<file path="config.mk">
export PLATFORM = sky130hd
export DESIGN_NAME = pulse_rate_detector_unit_flat
export DESIGN_NICKNAME = d
export VERILOG_FILES = /design/src/rtl/prd_pkg.sv /design/src/rtl/prd_req_if.sv /design/src/rtl/prd_rsp_if.sv /design/src/rtl/prd_csr.sv /design/src/rtl/prd_useq.sv /design/src/rtl/prd_datapath.sv /design/src/rtl/pulse_rate_detector_unit.sv /design/src/flat_wrapper.sv
export SDC_FILE = /design/constraint.sdc
export NUM_CORES = 2
export LEC_CHECK = 0
export ABC_AREA = 1
export BUFFER_PORTS_ARGS = -buffer_cell sky130_fd_sc_hd__clkbuf_2
export CAP_MARGIN = 20
export CORE_MARGIN = 1
export CORE_UTILIZATION = 55
export CTS_CLUSTER_DIAMETER = 40
export CTS_CLUSTER_SIZE = 10
export DETAILED_ROUTE_END_ITERATION = 12
export GPL_TIMING_DRIVEN = 0
export PLACE_DENSITY = 0.79
export SYNTH_ARGS = -nofsm -noshare
export SYNTH_HDL_FRONTEND = slang
export SYNTH_SLANG_ARGS = --single-unit
</file>
<file path="constraint.sdc">
create_clock -name clock -period 20.7 [get_ports clock]
set_input_delay 2.07 -clock clock [delete_from_list [all_inputs] [get_ports clock]]
set_output_delay 2.07 -clock clock [all_outputs]
set_load 0.005 [all_outputs]
</file>
<file path="src/rtl/prd_pkg.sv">
package prd_pkg;

   // Field and register widths
   localparam int SAMPLE_BITS = 18;
   localparam int FRAC_BITS   = 16;
   localparam int IR_W        = 18;
   localparam int COEF_W      = 16;
   localparam int OFFSET_W    = 18;
   localparam int WINDOW_W    = 8;
   localparam int MULT_W      = 4;
   localparam int STATE_W     = 40;
   localparam int LEVEL_W     = 22;
   localparam int COUNT_W     = 8;
   localparam int RATE_W      = 12;
   localparam int TICK_W      = 8;

   // Datapath widths
   localparam int DIFF_W      = STATE_W + 2;
   localparam int SUM_W       = DIFF_W + 2;
   localparam int CHUNK_LO_W  = 22;
   localparam int CHUNK_HI_W  = DIFF_W - CHUNK_LO_W;
   localparam int MUL_A_W     = COEF_W + 1;
   localparam int MUL_B_W     = CHUNK_LO_W + 1;
   localparam int PROD_W      = MUL_A_W + MUL_B_W;
   localparam int ACC_W       = MUL_A_W + CHUNK_HI_W + CHUNK_LO_W;
   localparam int LVL_RAW_W   = STATE_W - FRAC_BITS;

   // Configuration port
   localparam int CSR_ADDR_W  = 5;
   localparam int CSR_DATA_W  = 32;
   localparam int CSR_IDX_W   = CSR_ADDR_W - 2;

   localparam logic [COEF_W-1:0]   DC_ALPHA_RST     = 16'd58982;
   localparam logic [COEF_W-1:0]   SMOOTH_ALPHA_RST = 16'd3277;
   localparam logic [OFFSET_W-1:0] LEVEL_OFFSET_RST = 18'd2500;
   localparam logic [WINDOW_W-1:0] WINDOW_LIMIT_RST = 8'd10;
   localparam logic [MULT_W-1:0]   RATE_MULT_RST    = 4'd6;

   localparam logic [STATE_W-1:0]  STATE_MAX = {STATE_W{1'b1}};
   localparam logic [LEVEL_W-1:0]  LEVEL_MAX = {LEVEL_W{1'b1}};
   localparam logic [COUNT_W-1:0]  COUNT_MAX = {COUNT_W{1'b1}};

   typedef enum logic [CSR_IDX_W-1:0] {
      CSR_DC_ALPHA,
      CSR_SMOOTH_ALPHA,
      CSR_LEVEL_OFFSET,
      CSR_WINDOW_LIMIT,
      CSR_RATE_MULT
   } csr_idx_type;

   typedef struct packed {
      logic [COEF_W-1:0]   dc_alpha_q16;
      logic [COEF_W-1:0]   smooth_alpha_q16;
      logic [OFFSET_W-1:0] level_offset;
      logic [WINDOW_W-1:0] window_limit;
      logic [MULT_W-1:0]   rate_multiplier;
   } cfg_type;

   // Microcode
   localparam int UPC_W = 3;

   typedef enum logic [2:0] {
      UOP_MUL_LO,
      UOP_MUL_HI,
      UOP_DC_SUM,
      UOP_DIFF,
      UOP_SMOOTH,
      UOP_TICK
   } uop_type;

   typedef enum logic {
      MSRC_DC,
      MSRC_DIFF
   } msrc_type;

   typedef enum logic {
      JMP_NONE,
      JMP_TICK
   } jcond_type;

   typedef struct packed {
      uop_type           uop;
      msrc_type          msrc;
      jcond_type         jcond;
      logic [UPC_W-1:0]  jaddr;
      logic              last;
   } ucode_type;

   localparam logic [UPC_W-1:0] TICK_ENTRY = 3'd7;

   typedef struct packed {
      logic     step_en;
      logic     last;
      uop_type  uop;
      msrc_type msrc;
   } ctrl_type;

   typedef struct packed {
      logic               rate_valid;
      logic [RATE_W-1:0]  rate;
      logic [LEVEL_W-1:0] level;
      logic [COUNT_W-1:0] pulse_count;
      logic               armed;
   } res_type;

   typedef enum logic {
      PULSE_LOW,
      PULSE_HIGH
   } pulse_state_type;

   // Sample program: two partial products for the DC feedback, the DC sum,
   // the difference, two partial products for the smoother, the smoother
   // update. A tick leaves the first step for the tick entry.
   function automatic ucode_type ucode_word(input logic [UPC_W-1:0] pc);
      ucode_type w;
      w = '{uop: UOP_TICK, msrc: MSRC_DC, jcond: JMP_NONE, jaddr: '0, last: 1'b1};
      case (pc)
         3'd0: w = '{uop: UOP_MUL_LO, msrc: MSRC_DC, jcond: JMP_TICK,
                     jaddr: TICK_ENTRY, last: 1'b0};
         3'd1: w = '{uop: UOP_MUL_HI, msrc: MSRC_DC, jcond: JMP_NONE,
                     jaddr: '0, last: 1'b0};
         3'd2: w = '{uop: UOP_DC_SUM, msrc: MSRC_DC, jcond: JMP_NONE,
                     jaddr: '0, last: 1'b0};
         3'd3: w = '{uop: UOP_DIFF, msrc: MSRC_DC, jcond: JMP_NONE,
                     jaddr: '0, last: 1'b0};
         3'd4: w = '{uop: UOP_MUL_LO, msrc: MSRC_DIFF, jcond: JMP_NONE,
                     jaddr: '0, last: 1'b0};
         3'd5: w = '{uop: UOP_MUL_HI, msrc: MSRC_DIFF, jcond: JMP_NONE,
                     jaddr: '0, last: 1'b0};
         3'd6: w = '{uop: UOP_SMOOTH, msrc: MSRC_DIFF, jcond: JMP_NONE,
                     jaddr: '0, last: 1'b1};
         default: w = '{uop: UOP_TICK, msrc: MSRC_DC, jcond: JMP_NONE,
                        jaddr: '0, last: 1'b1};
      endcase
      return w;
   endfunction

endpackage

</file>
<file path="src/rtl/prd_req_if.sv">
interface prd_req_if import prd_pkg::*; ();
   logic            valid;
   logic            ready;
   logic            cmd;
   logic [IR_W-1:0] ir_sample;
   logic            active;

   modport source (output valid, output cmd, output ir_sample, output active,
                   input ready);
   modport sink   (input valid, input cmd, input ir_sample, input active,
                   output ready);
endinterface

</file>
<file path="src/rtl/prd_rsp_if.sv">
interface prd_rsp_if import prd_pkg::*; ();
   logic               valid;
   logic               ready;
   logic               rate_valid;
   logic [RATE_W-1:0]  rate;
   logic [LEVEL_W-1:0] level;
   logic [COUNT_W-1:0] pulse_count;
   logic               armed;

   modport source (output valid, output rate_valid, output rate, output level,
                   output pulse_count, output armed, input ready);
   modport sink   (input valid, input rate_valid, input rate, input level,
                   input pulse_count, input armed, output ready);
endinterface

</file>
<file path="src/rtl/prd_csr.sv">
module prd_csr import prd_pkg::*; (
   input  logic                  clock,
   input  logic                  reset,
   input  logic                  csr_psel,
   input  logic                  csr_penable,
   input  logic                  csr_pwrite,
   input  logic [CSR_ADDR_W-1:0] csr_paddr,
   input  logic [CSR_DATA_W-1:0] csr_pwdata,
   output logic [CSR_DATA_W-1:0] csr_prdata,
   output logic                  csr_pready,
   output cfg_type               cfg
);

   cfg_type     cfg_ff, cfg_in;
   csr_idx_type idx;
   logic        wr_en;

   assign csr_pready = 1'b1;
   assign idx        = csr_idx_type'(csr_paddr[CSR_ADDR_W-1:2]);
   assign wr_en      = csr_psel && csr_penable && csr_pwrite;
   assign cfg        = cfg_ff;

   always_comb begin
      cfg_in = cfg_ff;
      if (wr_en) begin
         case (idx)
            CSR_DC_ALPHA:     cfg_in.dc_alpha_q16     = csr_pwdata[COEF_W-1:0];
            CSR_SMOOTH_ALPHA: cfg_in.smooth_alpha_q16 = csr_pwdata[COEF_W-1:0];
            CSR_LEVEL_OFFSET: cfg_in.level_offset     = csr_pwdata[OFFSET_W-1:0];
            CSR_WINDOW_LIMIT: cfg_in.window_limit     = csr_pwdata[WINDOW_W-1:0];
            CSR_RATE_MULT:    cfg_in.rate_multiplier  = csr_pwdata[MULT_W-1:0];
            default:          cfg_in = cfg_ff;
         endcase
      end
   end

   always_comb begin
      case (idx)
         CSR_DC_ALPHA:     csr_prdata = CSR_DATA_W'(cfg_ff.dc_alpha_q16);
         CSR_SMOOTH_ALPHA: csr_prdata = CSR_DATA_W'(cfg_ff.smooth_alpha_q16);
         CSR_LEVEL_OFFSET: csr_prdata = CSR_DATA_W'(cfg_ff.level_offset);
         CSR_WINDOW_LIMIT: csr_prdata = CSR_DATA_W'(cfg_ff.window_limit);
         CSR_RATE_MULT:    csr_prdata = CSR_DATA_W'(cfg_ff.rate_multiplier);
         default:          csr_prdata = '0;
      endcase
   end

   always_ff @(posedge clock) begin
      if (reset) begin
         cfg_ff.dc_alpha_q16     <= DC_ALPHA_RST;
         cfg_ff.smooth_alpha_q16 <= SMOOTH_ALPHA_RST;
         cfg_ff.level_offset     <= LEVEL_OFFSET_RST;
         cfg_ff.window_limit     <= WINDOW_LIMIT_RST;
         cfg_ff.rate_multiplier  <= RATE_MULT_RST;
      end else begin
         cfg_ff <= cfg_in;
      end
   end

endmodule

</file>
<file path="src/rtl/prd_useq.sv">
module prd_useq import prd_pkg::*; (
   input  logic     clock,
   input  logic     reset,
   input  logic     start,
   input  logic     start_tick,
   input  logic     stall,
   output logic     busy,
   output ctrl_type ctrl
);

   logic             busy_ff, busy_in;
   logic [UPC_W-1:0] pc_ff, pc_in;
   logic             tick_ff, tick_in;
   ucode_type        word;
   logic             step_en;

   assign word    = ucode_word(pc_ff);
   // hold the closing step while the result register is still occupied
   assign step_en = busy_ff && !(word.last && stall);
   assign busy    = busy_ff;

   assign ctrl.step_en = step_en;
   assign ctrl.last    = word.last;
   assign ctrl.uop     = word.uop;
   assign ctrl.msrc    = word.msrc;

   always_comb begin
      busy_in = busy_ff;
      pc_in   = pc_ff;
      tick_in = tick_ff;
      if (start) begin
         busy_in = 1'b1;
         pc_in   = '0;
         tick_in = start_tick;
      end else if (step_en) begin
         if (word.last) begin
            busy_in = 1'b0;
         end else if (word.jcond == JMP_TICK && tick_ff) begin
            pc_in = word.jaddr;
         end else begin
            pc_in = pc_ff + 1'b1;
         end
      end
   end

   always_ff @(posedge clock) begin
      if (reset) begin
         busy_ff <= 1'b0;
         pc_ff   <= '0;
         tick_ff <= 1'b0;
      end else begin
         busy_ff <= busy_in;
         pc_ff   <= pc_in;
         tick_ff <= tick_in;
      end
   end

   a_last_ends : assert property (@(posedge clock) disable iff (reset)
      step_en && word.last && !start |=> !busy_ff)
      else $error("closing step did not end the item");

   a_tick_jump : assert property (@(posedge clock) disable iff (reset)
      step_en && tick_ff && pc_ff == '0 |=> pc_ff == TICK_ENTRY)
      else $error("tick item did not branch to tick entry");

endmodule

</file>
<file path="src/rtl/prd_datapath.sv">
module prd_datapath import prd_pkg::*; (
   input  logic            clock,
   input  logic            reset,
   input  logic            start,
   input  logic [IR_W-1:0] start_sample,
   input  logic            start_active,
   input  cfg_type         cfg,
   input  ctrl_type        ctrl,
   output res_type         res
);

   // item latch
   logic [SAMPLE_BITS-1:0]  x_ff;
   logic                    active_ff;

   // scratch
   logic signed [ACC_W-1:0]  acc_ff, acc_in;
   logic [STATE_W-1:0]       w_ff, w_in;
   logic signed [DIFF_W-1:0] diff_ff, diff_in;

   // filter and counter state
   logic [STATE_W-1:0]  dc_prev_ff, dc_prev_in;
   logic [STATE_W-1:0]  smooth_ff, smooth_in;
   pulse_state_type     pulse_ff, pulse_in;
   logic                just_ret_ff, just_ret_in;
   logic [COUNT_W-1:0]  count_ff, count_in;
   logic                armed_ff, armed_in;
   logic [TICK_W-1:0]   tick_ff, tick_in;

   // shared multiplier
   logic [DIFF_W-1:0]          src;
   logic [COEF_W-1:0]          coef;
   logic signed [MUL_A_W-1:0]  mul_a;
   logic signed [MUL_B_W-1:0]  mul_b;
   logic signed [PROD_W-1:0]   prod;
   logic signed [ACC_W-1:0]    acc_sh;

   logic [DIFF_W-1:0]         dc_sum;
   logic signed [SUM_W-1:0]   sm_sum;
   logic [STATE_W-1:0]        s_new;
   logic                      lvl_nz;
   logic                      sample_commit;
   logic                      tick_commit;
   logic                      bump;
   logic [COUNT_W-1:0]        count_bumped;
   logic [TICK_W:0]           tick_next;
   logic [RATE_W-1:0]         rate_prod;
   logic                      rate_fire;

   assign src   = (ctrl.msrc == MSRC_DC) ? DIFF_W'(dc_prev_ff) : diff_ff;
   assign coef  = (ctrl.msrc == MSRC_DC) ? cfg.dc_alpha_q16 : cfg.smooth_alpha_q16;
   assign mul_a = $signed({1'b0, coef});
   assign mul_b = (ctrl.uop == UOP_MUL_HI) ?
                  MUL_B_W'($signed(src[DIFF_W-1:CHUNK_LO_W])) :
                  $signed({1'b0, src[CHUNK_LO_W-1:0]});
   assign prod  = mul_a * mul_b;

   // floor of the product sum over the Q16 coefficient scale
   assign acc_sh = acc_ff >>> COEF_W;

   assign dc_sum = (DIFF_W'(x_ff) << FRAC_BITS) + acc_sh[DIFF_W-1:0];

   // (65536-a)*s + a*y over 2^16 is s + floor(a*(y-s) / 2^16)
   assign sm_sum = $signed(SUM_W'(smooth_ff)) + acc_sh[SUM_W-1:0]
                   - $signed(SUM_W'(cfg.level_offset) << FRAC_BITS);

   always_comb begin
      if (sm_sum[SUM_W-1]) begin
         s_new = '0;
      end else if (|sm_sum[SUM_W-2:STATE_W]) begin
         s_new = STATE_MAX;
      end else begin
         s_new = sm_sum[STATE_W-1:0];
      end
   end

   assign lvl_nz        = |s_new[STATE_W-1:FRAC_BITS];
   assign sample_commit = ctrl.step_en && ctrl.uop == UOP_SMOOTH;
   assign tick_commit   = ctrl.step_en && ctrl.uop == UOP_TICK;

   always_comb begin
      acc_in     = acc_ff;
      w_in       = w_ff;
      diff_in    = diff_ff;
      dc_prev_in = dc_prev_ff;
      smooth_in  = smooth_ff;
      if (ctrl.step_en) begin
         case (ctrl.uop)
            UOP_MUL_LO: acc_in = ACC_W'(prod);
            UOP_MUL_HI: acc_in = acc_ff + (ACC_W'(prod) <<< CHUNK_LO_W);
            UOP_DC_SUM: w_in = (|dc_sum[DIFF_W-1:STATE_W]) ? STATE_MAX
                                                            : dc_sum[STATE_W-1:0];
            UOP_DIFF: begin
               diff_in    = $signed(DIFF_W'(dc_prev_ff)) - $signed(DIFF_W'(w_ff))
                            - $signed(DIFF_W'(smooth_ff));
               dc_prev_in = w_ff;
            end
            UOP_SMOOTH: smooth_in = s_new;
            default:    acc_in = acc_ff;
         endcase
      end
   end

   // pulse detector: next state
   always_comb begin
      pulse_in = pulse_ff;
      if (sample_commit) begin
         case (pulse_ff)
            PULSE_LOW:  if (lvl_nz) pulse_in = PULSE_HIGH;
            PULSE_HIGH: if (!lvl_nz) pulse_in = PULSE_LOW;
            default:    pulse_in = PULSE_LOW;
         endcase
      end
   end

   // pulse detector: outputs
   always_comb begin
      bump        = 1'b0;
      just_ret_in = just_ret_ff;
      if (sample_commit) begin
         case (pulse_ff)
            PULSE_LOW: begin
               bump        = just_ret_ff;
               just_ret_in = 1'b0;
            end
            PULSE_HIGH: if (!lvl_nz) just_ret_in = 1'b1;
            default:    just_ret_in = 1'b0;
         endcase
      end
   end

   assign count_bumped = count_ff + COUNT_W'(bump && count_ff != COUNT_MAX);
   assign tick_next    = {1'b0, tick_ff} + 1'b1;
   assign rate_fire    = tick_commit && armed_ff &&
                         tick_next > {1'b0, cfg.window_limit};
   // 255 * 15 stays below the 12-bit ceiling, so no clamp is needed
   assign rate_prod    = RATE_W'(count_ff) * RATE_W'(cfg.rate_multiplier);

   always_comb begin
      count_in = count_ff;
      armed_in = armed_ff;
      tick_in  = tick_ff;
      if (sample_commit) begin
         if (count_bumped != '0 && active_ff) begin
            armed_in = 1'b1;
            count_in = count_bumped;
         end else begin
            armed_in = 1'b0;
            count_in = '0;
         end
      end else if (tick_commit && armed_ff) begin
         if (rate_fire) begin
            tick_in  = '0;
            count_in = '0;
            armed_in = 1'b0;
         end else begin
            tick_in = tick_next[TICK_W-1:0];
         end
      end
   end

   assign res.rate_valid  = rate_fire;
   assign res.rate        = rate_fire ? rate_prod : '0;
   assign res.level       = (|smooth_in[STATE_W-1:FRAC_BITS+LEVEL_W]) ? LEVEL_MAX
                            : smooth_in[FRAC_BITS+LEVEL_W-1:FRAC_BITS];
   assign res.pulse_count = count_in;
   assign res.armed       = armed_in;

   always_ff @(posedge clock) begin
      if (start) begin
         x_ff      <= start_sample[SAMPLE_BITS-1:0];
         active_ff <= start_active;
      end
      acc_ff  <= acc_in;
      w_ff    <= w_in;
      diff_ff <= diff_in;
   end

   always_ff @(posedge clock) begin
      if (reset) begin
         dc_prev_ff  <= '0;
         smooth_ff   <= '0;
         pulse_ff    <= PULSE_LOW;
         just_ret_ff <= 1'b0;
         count_ff    <= '0;
         armed_ff    <= 1'b0;
         tick_ff     <= '0;
      end else begin
         dc_prev_ff  <= dc_prev_in;
         smooth_ff   <= smooth_in;
         pulse_ff    <= pulse_in;
         just_ret_ff <= just_ret_in;
         count_ff    <= count_in;
         armed_ff    <= armed_in;
         tick_ff     <= tick_in;
      end
   end

   a_armed_count : assert property (@(posedge clock) disable iff (reset)
      armed_ff |-> count_ff != '0)
      else $error("armed with an empty pulse count");

   a_rate_on_tick : assert property (@(posedge clock) disable iff (reset)
      res.rate_valid |-> ctrl.step_en && ctrl.uop == UOP_TICK)
      else $error("rate reported outside a tick step");

endmodule

</file>
<file path="src/rtl/pulse_rate_detector_unit.sv">
// A sample transaction runs the sample program through the smoother update, a tick
// branches to the tick entry; a new one is taken only once the sequencer is idle.
// The shared 17x23 multiplier runs two partial products per filter product.
// The closing step holds while the result register is still occupied.
// Reset (synchronous, active high) clears filter state, counters, the sequencer
// and the result register, and loads the default configuration.
module pulse_rate_detector_unit import prd_pkg::*; (
   input  logic                  clock,
   input  logic                  reset,
   prd_req_if.sink               req_ch,
   prd_rsp_if.source             rsp_ch,
   input  logic                  csr_psel,
   input  logic                  csr_penable,
   input  logic                  csr_pwrite,
   input  logic [CSR_ADDR_W-1:0] csr_paddr,
   input  logic [CSR_DATA_W-1:0] csr_pwdata,
   output logic [CSR_DATA_W-1:0] csr_prdata,
   output logic                  csr_pready
);

   cfg_type  cfg;
   ctrl_type ctrl;
   res_type  res;
   logic     busy;
   logic     start;
   logic     stall;
   logic     done;

   logic     rsp_valid_ff, rsp_valid_in;
   res_type  rsp_data_ff, rsp_data_in;

   // One transaction at a time: take a new one only when the sequencer is idle.
   assign req_ch.ready = !busy;
   assign start        = req_ch.valid && !busy;

   // Hold the final step while an earlier result has not been taken.
   assign stall = rsp_valid_ff && !rsp_ch.ready;
   assign done  = ctrl.step_en && ctrl.last;

   prd_csr u_csr (
      .clock       (clock),
      .reset       (reset),
      .csr_psel    (csr_psel),
      .csr_penable (csr_penable),
      .csr_pwrite  (csr_pwrite),
      .csr_paddr   (csr_paddr),
      .csr_pwdata  (csr_pwdata),
      .csr_prdata  (csr_prdata),
      .csr_pready  (csr_pready),
      .cfg         (cfg)
   );

   // Microcode sequencer: step counter, control ROM, tick branch.
   prd_useq u_useq (
      .clock      (clock),
      .reset      (reset),
      .start      (start),
      .start_tick (req_ch.cmd),
      .stall      (stall),
      .busy       (busy),
      .ctrl       (ctrl)
   );

   // Datapath: shared multiplier, accumulator, filters, pulse counter.
   prd_datapath u_datapath (
      .clock        (clock),
      .reset        (reset),
      .start        (start),
      .start_sample (req_ch.ir_sample),
      .start_active (req_ch.active),
      .cfg          (cfg),
      .ctrl         (ctrl),
      .res          (res)
   );

   // Result register: load on the closing step, drop once taken.
   always_comb begin
      rsp_valid_in = rsp_valid_ff;
      rsp_data_in  = rsp_data_ff;
      if (done) begin
         rsp_valid_in = 1'b1;
         rsp_data_in  = res;
      end else if (rsp_ch.ready) begin
         rsp_valid_in = 1'b0;
      end
   end

   always_ff @(posedge clock) begin
      if (reset) begin
         rsp_valid_ff <= 1'b0;
      end else begin
         rsp_valid_ff <= rsp_valid_in;
      end
   end

   always_ff @(posedge clock) begin
      rsp_data_ff <= rsp_data_in;
   end

   assign rsp_ch.valid       = rsp_valid_ff;
   assign rsp_ch.rate_valid  = rsp_data_ff.rate_valid;
   assign rsp_ch.rate        = rsp_data_ff.rate;
   assign rsp_ch.level       = rsp_data_ff.level;
   assign rsp_ch.pulse_count = rsp_data_ff.pulse_count;
   assign rsp_ch.armed       = rsp_data_ff.armed;

   a_no_overwrite : assert property (@(posedge clock) disable iff (reset)
      done |-> !(rsp_valid_ff && !rsp_ch.ready))
      else $error("result register overwritten before it was taken");

   a_done_fills : assert property (@(posedge clock) disable iff (reset)
      done |=> rsp_valid_ff)
      else $error("closing step did not fill the result register");

endmodule

</file>
<file path="src/flat_wrapper.sv">
// flat-port wrapper written by rule: the top's interface ports become plain ports
module pulse_rate_detector_unit_flat import prd_pkg::*;
  (clock, reset, csr_psel, csr_penable, csr_pwrite, csr_paddr, csr_pwdata, csr_prdata, csr_pready, req_ch_valid, req_ch_cmd, req_ch_ir_sample, req_ch_active, req_ch_ready, rsp_ch_valid, rsp_ch_rate_valid, rsp_ch_rate, rsp_ch_level, rsp_ch_pulse_count, rsp_ch_armed, rsp_ch_ready);
  prd_req_if req_ch_i ();
  prd_rsp_if rsp_ch_i ();
  input  logic clock;
  input  logic reset;
  input  logic csr_psel;
  input  logic csr_penable;
  input  logic csr_pwrite;
  input  logic [CSR_ADDR_W-1:0] csr_paddr;
  input  logic [CSR_DATA_W-1:0] csr_pwdata;
  output logic [CSR_DATA_W-1:0] csr_prdata;
  output logic csr_pready;
  input wire logic [$bits(req_ch_i.valid)-1:0] req_ch_valid;
  input wire logic [$bits(req_ch_i.cmd)-1:0] req_ch_cmd;
  input wire logic [$bits(req_ch_i.ir_sample)-1:0] req_ch_ir_sample;
  input wire logic [$bits(req_ch_i.active)-1:0] req_ch_active;
  output wire logic [$bits(req_ch_i.ready)-1:0] req_ch_ready;
  output wire logic [$bits(rsp_ch_i.valid)-1:0] rsp_ch_valid;
  output wire logic [$bits(rsp_ch_i.rate_valid)-1:0] rsp_ch_rate_valid;
  output wire logic [$bits(rsp_ch_i.rate)-1:0] rsp_ch_rate;
  output wire logic [$bits(rsp_ch_i.level)-1:0] rsp_ch_level;
  output wire logic [$bits(rsp_ch_i.pulse_count)-1:0] rsp_ch_pulse_count;
  output wire logic [$bits(rsp_ch_i.armed)-1:0] rsp_ch_armed;
  input wire logic [$bits(rsp_ch_i.ready)-1:0] rsp_ch_ready;
  assign req_ch_i.valid = req_ch_valid;
  assign req_ch_i.cmd = req_ch_cmd;
  assign req_ch_i.ir_sample = req_ch_ir_sample;
  assign req_ch_i.active = req_ch_active;
  assign req_ch_ready = req_ch_i.ready;
  assign rsp_ch_valid = rsp_ch_i.valid;
  assign rsp_ch_rate_valid = rsp_ch_i.rate_valid;
  assign rsp_ch_rate = rsp_ch_i.rate;
  assign rsp_ch_level = rsp_ch_i.level;
  assign rsp_ch_pulse_count = rsp_ch_i.pulse_count;
  assign rsp_ch_armed = rsp_ch_i.armed;
  assign rsp_ch_i.ready = rsp_ch_ready;
  pulse_rate_detector_unit u_core (.clock(clock), .reset(reset), .req_ch(req_ch_i), .rsp_ch(rsp_ch_i), .csr_psel(csr_psel), .csr_penable(csr_penable), .csr_pwrite(csr_pwrite), .csr_paddr(csr_paddr), .csr_pwdata(csr_pwdata), .csr_prdata(csr_prdata), .csr_pready(csr_pready));
endmodule
</file>
* Yosys cells after proc, flatten, opt, wreduce, memory -nomap -nowiden
Cells that the tools add are included.
** Storage, ports and cells
- Register bits :: 371
- Bits in latches :: 0
- RAM bits :: 0
- Bits in read-only memories :: 0
- Input bits :: 64
- Output and inout port bits :: 79
- Memories :: 0
** Cells by class
- $add $sub $neg :: 9
- Multiply operators :: 2
- Divide/modulo/power cells :: 0
- Magnitude comparators :: 1
- Eq/ne operators :: 17
- Shift operators :: 0
- Muxes and demuxes :: 30
- Bitwise operators :: 3
- Reductions and logical operators :: 43
** Operator list (count)
- $mux W40 :: 4
- $pmux W59 S2 :: 1
- $pmux W18 S5 :: 1
- $pmux W9 S7 :: 1
- $add A59 B59 Y59 :: 1
- $add A41 B43 Y44 :: 1
- $sub A44 B34 Y44 :: 1
- $add A34 B42 Y42 :: 1
- $mux W42 :: 1
- $sub A41 B41 Y42 :: 1
- $sub A40 B40 Y41 :: 1
- $mul A17 B23 Y40 :: 1
- $mux W8 :: 5
- $reduce_and A2 Y1 :: 13
- $reduce_or A24 Y1 :: 1
- $mux W23 :: 1
- $eq A3 B2 Y1 const B :: 6
- $eq A3 B3 Y1 const B :: 6
- $mux W16 :: 1
- $logic_and A1 B1 Y1 :: 14
- $mux W1 :: 13
- $mul A8 B4 Y12 :: 1
- $add A8 B1 Y9 const B :: 1
- $eq A3 B1 Y1 const B :: 3
- other kinds (14) :: 25

* Depth between registers and ports, before layout
- Word-level depth :: 13
- Mapped depth :: 49
- Gate-level depth less buffers :: 47

* Hierarchy
From an unflattened synthesis, not the netlist that was laid out.
** Second synthesis, totals
- Cells, all modules :: 5544
- Area total of the unflattened synthesis :: 40981.8 um^2
** Modules (own cells, without submodules)
- prd_datapath :: times used 1, cells each 4953, area an instance 36124.6 um^2
- prd_csr :: times used 1, cells each 483, area an instance 3111.7 um^2
- pulse_rate_detector_unit :: times used 1, cells each 54, area an instance 1382.6 um^2
- prd_useq :: times used 1, cells each 54, area an instance 362.8 um^2

* Least setup slack after synthesis
Ideal clock, no wire load.
- Kind :: register to register
- Start :: register u_core.u_useq.pc_ff[0]
- End :: register u_core.u_datapath.acc_ff[57], data pin
- Setup time :: 272 ps
- Arrival :: 8297 ps
- Required time :: 20428 ps
- Setup slack :: 12131 ps
- Stages on the path, launching flop included :: 48
- Path buffers :: 2
- Period minus slack after synthesis :: 8569 ps
- Path through :: dfxtp_1 > ha_1 > ha_1 > inv_1 > nand3_1 > nand3_1 > nand2_1 > nor2_2 > inv_2 > clkbuf_1 > nand3_1 > nand2_1 > inv_1 > clkbuf_1 > nand2_1 > fa_1 > fa_1 > fa_1 > [12 not listed] > o21ai_2 > nand2_1 > nand2_1 > a21boi_0 > o21bai_1 > xor2_1 > ha_1 > nand2_1 > nor2_1 > inv_1 > nor4_1 > nand3_1 > nand3_1 > nand3_1 > nand2_1 > nand2_1 > inv_1 > o21ai_0
** On the way
- Cells in the longest elaborated chain, start to end :: 7
- Elaborated cells on any way between the ends :: 16
- Classes of those cells :: 1 x add/sub; 1 x mul; 7 x eq/ne; 5 x mux; 2 x reduce/logical
** RTL lines
- start, declared :: line prd_useq.sv:12 : logic [UPC_W-1:0] pc_ff, pc_in;
- start signal, assigned :: line prd_useq.sv:53 : pc_ff <= pc_in;
- $eq A3 B3 Y1, or another cell as far along :: line prd_pkg.sv:117 : case (pc)
- $pmux W9 S7 * :: line prd_pkg.sv:117
- $eq A3 B1 Y1 or $mux W42 (tied branches) :: line prd_datapath.sv:53, prd_datapath.sv:88, prd_datapath.sv:50
- $mux W23 :: line prd_datapath.sv:53 : assign mul_b = (ctrl.uop == UOP_MUL_HI) ?
- $mul A17 B23 Y40 :: line prd_datapath.sv:56 : assign prod = mul_a * mul_b;
- $add A59 B59 Y59 :: line prd_datapath.sv:90 : UOP_MUL_HI: acc_in = acc_ff + (ACC_W'(prod) <<< CHUNK_LO_W);
- $pmux W59 S2 * :: line prd_datapath.sv:88 : case (ctrl.uop)
- end signal, assigned :: line prd_datapath.sv:174 : acc_ff <= acc_in;
- end, declared :: line prd_datapath.sv:17 : logic signed [ACC_W-1:0] acc_ff, acc_in;
Every way passes the cells marked *; elsewhere a longest branch is shown, timed or not.
A chain may end at the register's enable or synchronous reset.

* Final worst setup path
Ends and elaborated chain as after synthesis.

==> results_dict.tcl <==
set metrics [dict create \
    status "complete, no violations" \
    cts_inserted_buffers 67 \
    r2r-start "u_core.u_useq.pc_ff[0]" \
    post_cts_buffers 0 \
    finalCriticalPeriod_ns 11.69 \
    antenna_found_initial 5 \
    ioPinCount 143 \
    rsz0062_at_grt "false" \
    async_flop_share 0 \
    path_class "flip-flop to flip-flop" \
    synth_area_per_cell_um2 7.53 \
    min_from "u_core.u_datapath.smooth_ff[10]" \
    cts-root-buf "clkbuf_16" \
    dr.max_layer_used "met5" \
    final_nets 6379 \
    grt_first_pass_wirelength_mm 197 \
    maxCapViolCount 0 \
    die_x_um 273 \
    vias 36700 \
    grt_start_max_net_pins 39 \
    min_to "u_core.u_datapath.smooth_ff[10]" \
    finalSetupViolations 0 \
    rows 99 \
    clock_path_buffers 3 \
    start_util 0.556 \
    fillers 6520 \
    multi_input_area_um2 26600 \
    cts_num_sinks 355 \
    setup_tns_ns 0 \
    cts_resized 0 \
    r2r_end "u_core.u_datapath.acc_ff[57]" \
    drc_errors 0 \
    viasPerCell 5.56 \
    ys_seq_area_frac 0.222 \
    core_um2 73000 \
    synth_area_um2 40500 \
    layout-drive-gt1-share 0.0631 \
    grt_overflow 0 \
    area_growth_pct 10.4 \
    worstRegToRegCells 43 \
    wl_met3_mm 13.2 \
    wirelength_met1_mm 52.8 \
    worst_pin_slew_ns 0.949 \
    yosys-top-cells-area "fa_1 (20%), edfxtp_1 (14%), nand2_1 (11%), inv_1 (10%), ha_1 (10%)" \
    endpoint_kind "flip-flop" \
    ff2ff_setup_slack_ns 9.01 \
    synth_cell_types 59 \
    die_area_um2 74800 \
    crit_required_ns 21.01 \
    fmax_mhz 85.5 \
    ys_warn_count 0 \
    worst_clock_skew_ns 0.0302 \
    synthFlopType "edfxtp_1" \
    hold_class "flip-flop to flip-flop" \
    hold-worst-slack_ns 0.469 \
    worstPathArrival_ns 12.00 \
    path_clk_slew_ns 0.05 \
    final_cell_mix "nand2_1 (1146), inv_1 (1123), nor2_1 (531), fa_1 (397), a21oi_1 (355)" \
    period_share 0.565 \
    cpMostUsedCell "nand2_1" \
    critPathLaunchType "flip-flop" \
    final_common_cell "nand2_1" \
    dpl.hpwl_mm 106 \
    cts_tree "yes" \
    insertion_delay_ns 0.61 \
    cp_top_family "simple AND/OR/NAND/NOR gates" \
    drtPass1Iterations 6 \
    slew_viol_final 0 \
    wirelength_mm 127 \
    htreeDepth 3 \
    critPathLaunch "u_core.u_useq.pc_ff[0]" \
    drt_iter0_drc 4277 \
    synth_top_area_share 0.196 \
    wl_per_cell_um 19.2 \
    finalHoldViolCount 0 \
    cp_slowest_cell "nor2_2" \
    synthCells 5383 \
    min_path_cells 2 \
    portBuffers 110 \
    grt_pass1_vias 35000 \
    path_max_fanout 10 \
    max_slew_margin 0.360 \
    synth_edf_count 188 \
    gp_congestion 1.05 \
    synth_area_leader_cell "fa_1" \
    grt_use_total 0.343 \
    fp.dieH_um 273 \
    cp_slowest_stage_delay_ns 0.72 \
    worst-path-buf-inv 9 \
    ant_nets 0 \
    met2_length_mm 55.0 \
    cts.hold.buffers_added 0 \
    ys_seq_elements 355 \
    regArea_um2 8990 \
]
==> metrics by stage <==
step	utilization	instance area (µm²)	setup WS (ns)	cells
5_1_grt	0.613	44700	8.45	6599
3_3_place_gp	0.580	42300	9.52	6465
6_report	0.613	44700	9.01	6601
3_5_place_dp	0.582	42500	9.37	6475
4_1_cts	0.613	44700	9.32	6597
2_1_floorplan	-	40600	12.13	5396
==> worst max path at each step <==
stage | to | slack, ns | cells after the start
floorplan | u_core.u_datapath.acc_ff[57] | 12.13 | 47
CTS | u_core.u_datapath.acc_ff[57] | 9.32 | 43
global placement | u_core.u_datapath.acc_ff[57] | 9.52 | 40
detailed placement | u_core.u_datapath.acc_ff[57] | 9.37 | 43
finish | u_core.u_datapath.acc_ff[57] | 9.01 | 43
global route | u_core.u_datapath.acc_ff[57] | 8.45 | 43
==> cells in the mapped netlist, drive strengths merged, types with 14 or more instances <==
master     n
xnor2     83
nor3      29
o21bai    20
xor2     106
clkinv    14
ha       333
buf       35
o211ai    26
fa       397
a31oi     42
inv     1136
edfxtp   188
nand2   1175
nand3    160
dfxtp    167
nand4     28
clkbuf   105
a21oi    358
o21a      21
o221ai    17
a21boi    16
o21ai    278
nor2     552
==> worst min-delay path: stages (launching register included) <==
cell and delay (ns):
dfxtp_1 0.31, nand2_1 0.06, a21oi_1 0.05
==> registers in the layout (all words and copies together), names as in the netlist, 3 cells and up <==
register	cells
u_core.u_datapath.tick_ff	8
u_core.u_datapath.x_ff	18
u_core.rsp_ch.rate	12
u_core.u_datapath.count_ff	8
u_core.rsp_ch.pulse_count	8
u_core.u_datapath.smooth_ff	40
u_core.u_useq.pc_ff	3
u_core.rsp_ch.level	22
u_core.u_datapath.diff_ff	42
u_core.u_datapath.w_ff	40
u_core.u_datapath.dc_prev_ff	40
u_core.u_datapath.acc_ff	43
u_core.u_csr.cfg	62
==> metal layers <==
metal | up-vias | global-route usage
met3 | 284 | 0.0660
li1 | 17300 | -
met2 | 1788 | 0.515
met1 | 17400 | 0.482
met4 | 4 | 0.148
met5 | - | 0
==> cell families (layout without fill, tap and decap cells) <==
group           after synthesis  in the layout  share of synthesized area
simple gates               1983           1983                      0.198
buf+inv                    1290           1532                      0.123
compound gates              828            828                      0.115
fa+ha+maj                   730            730                      0.299
flops                       355            355                      0.222
xor+xnor                    190            190                     0.0414
mux                           5              5                    0.00127
other cells                   2             19                   0.000185
==> final cells by class <==
| type | count | share of cell area |
|---|---|---|
| antenna | 4 | 0.000224 |
| inverter | 1150 | 0.0965 |
| tap | 959 | 0.0268 |
| clock inverter | 45 | 0.0112 |
| timing repair buffer | 120 | 0.0154 |
| sequential | 355 | 0.201 |
| multi-input combinational | 3751 | 0.595 |
| clock buffer | 77 | 0.0388 |
| buffer | 140 | 0.0148 |
Power is left out: the tool's default activity adds up to more than one toggle a clock period on the data nets, which glitch-free logic cannot reach.
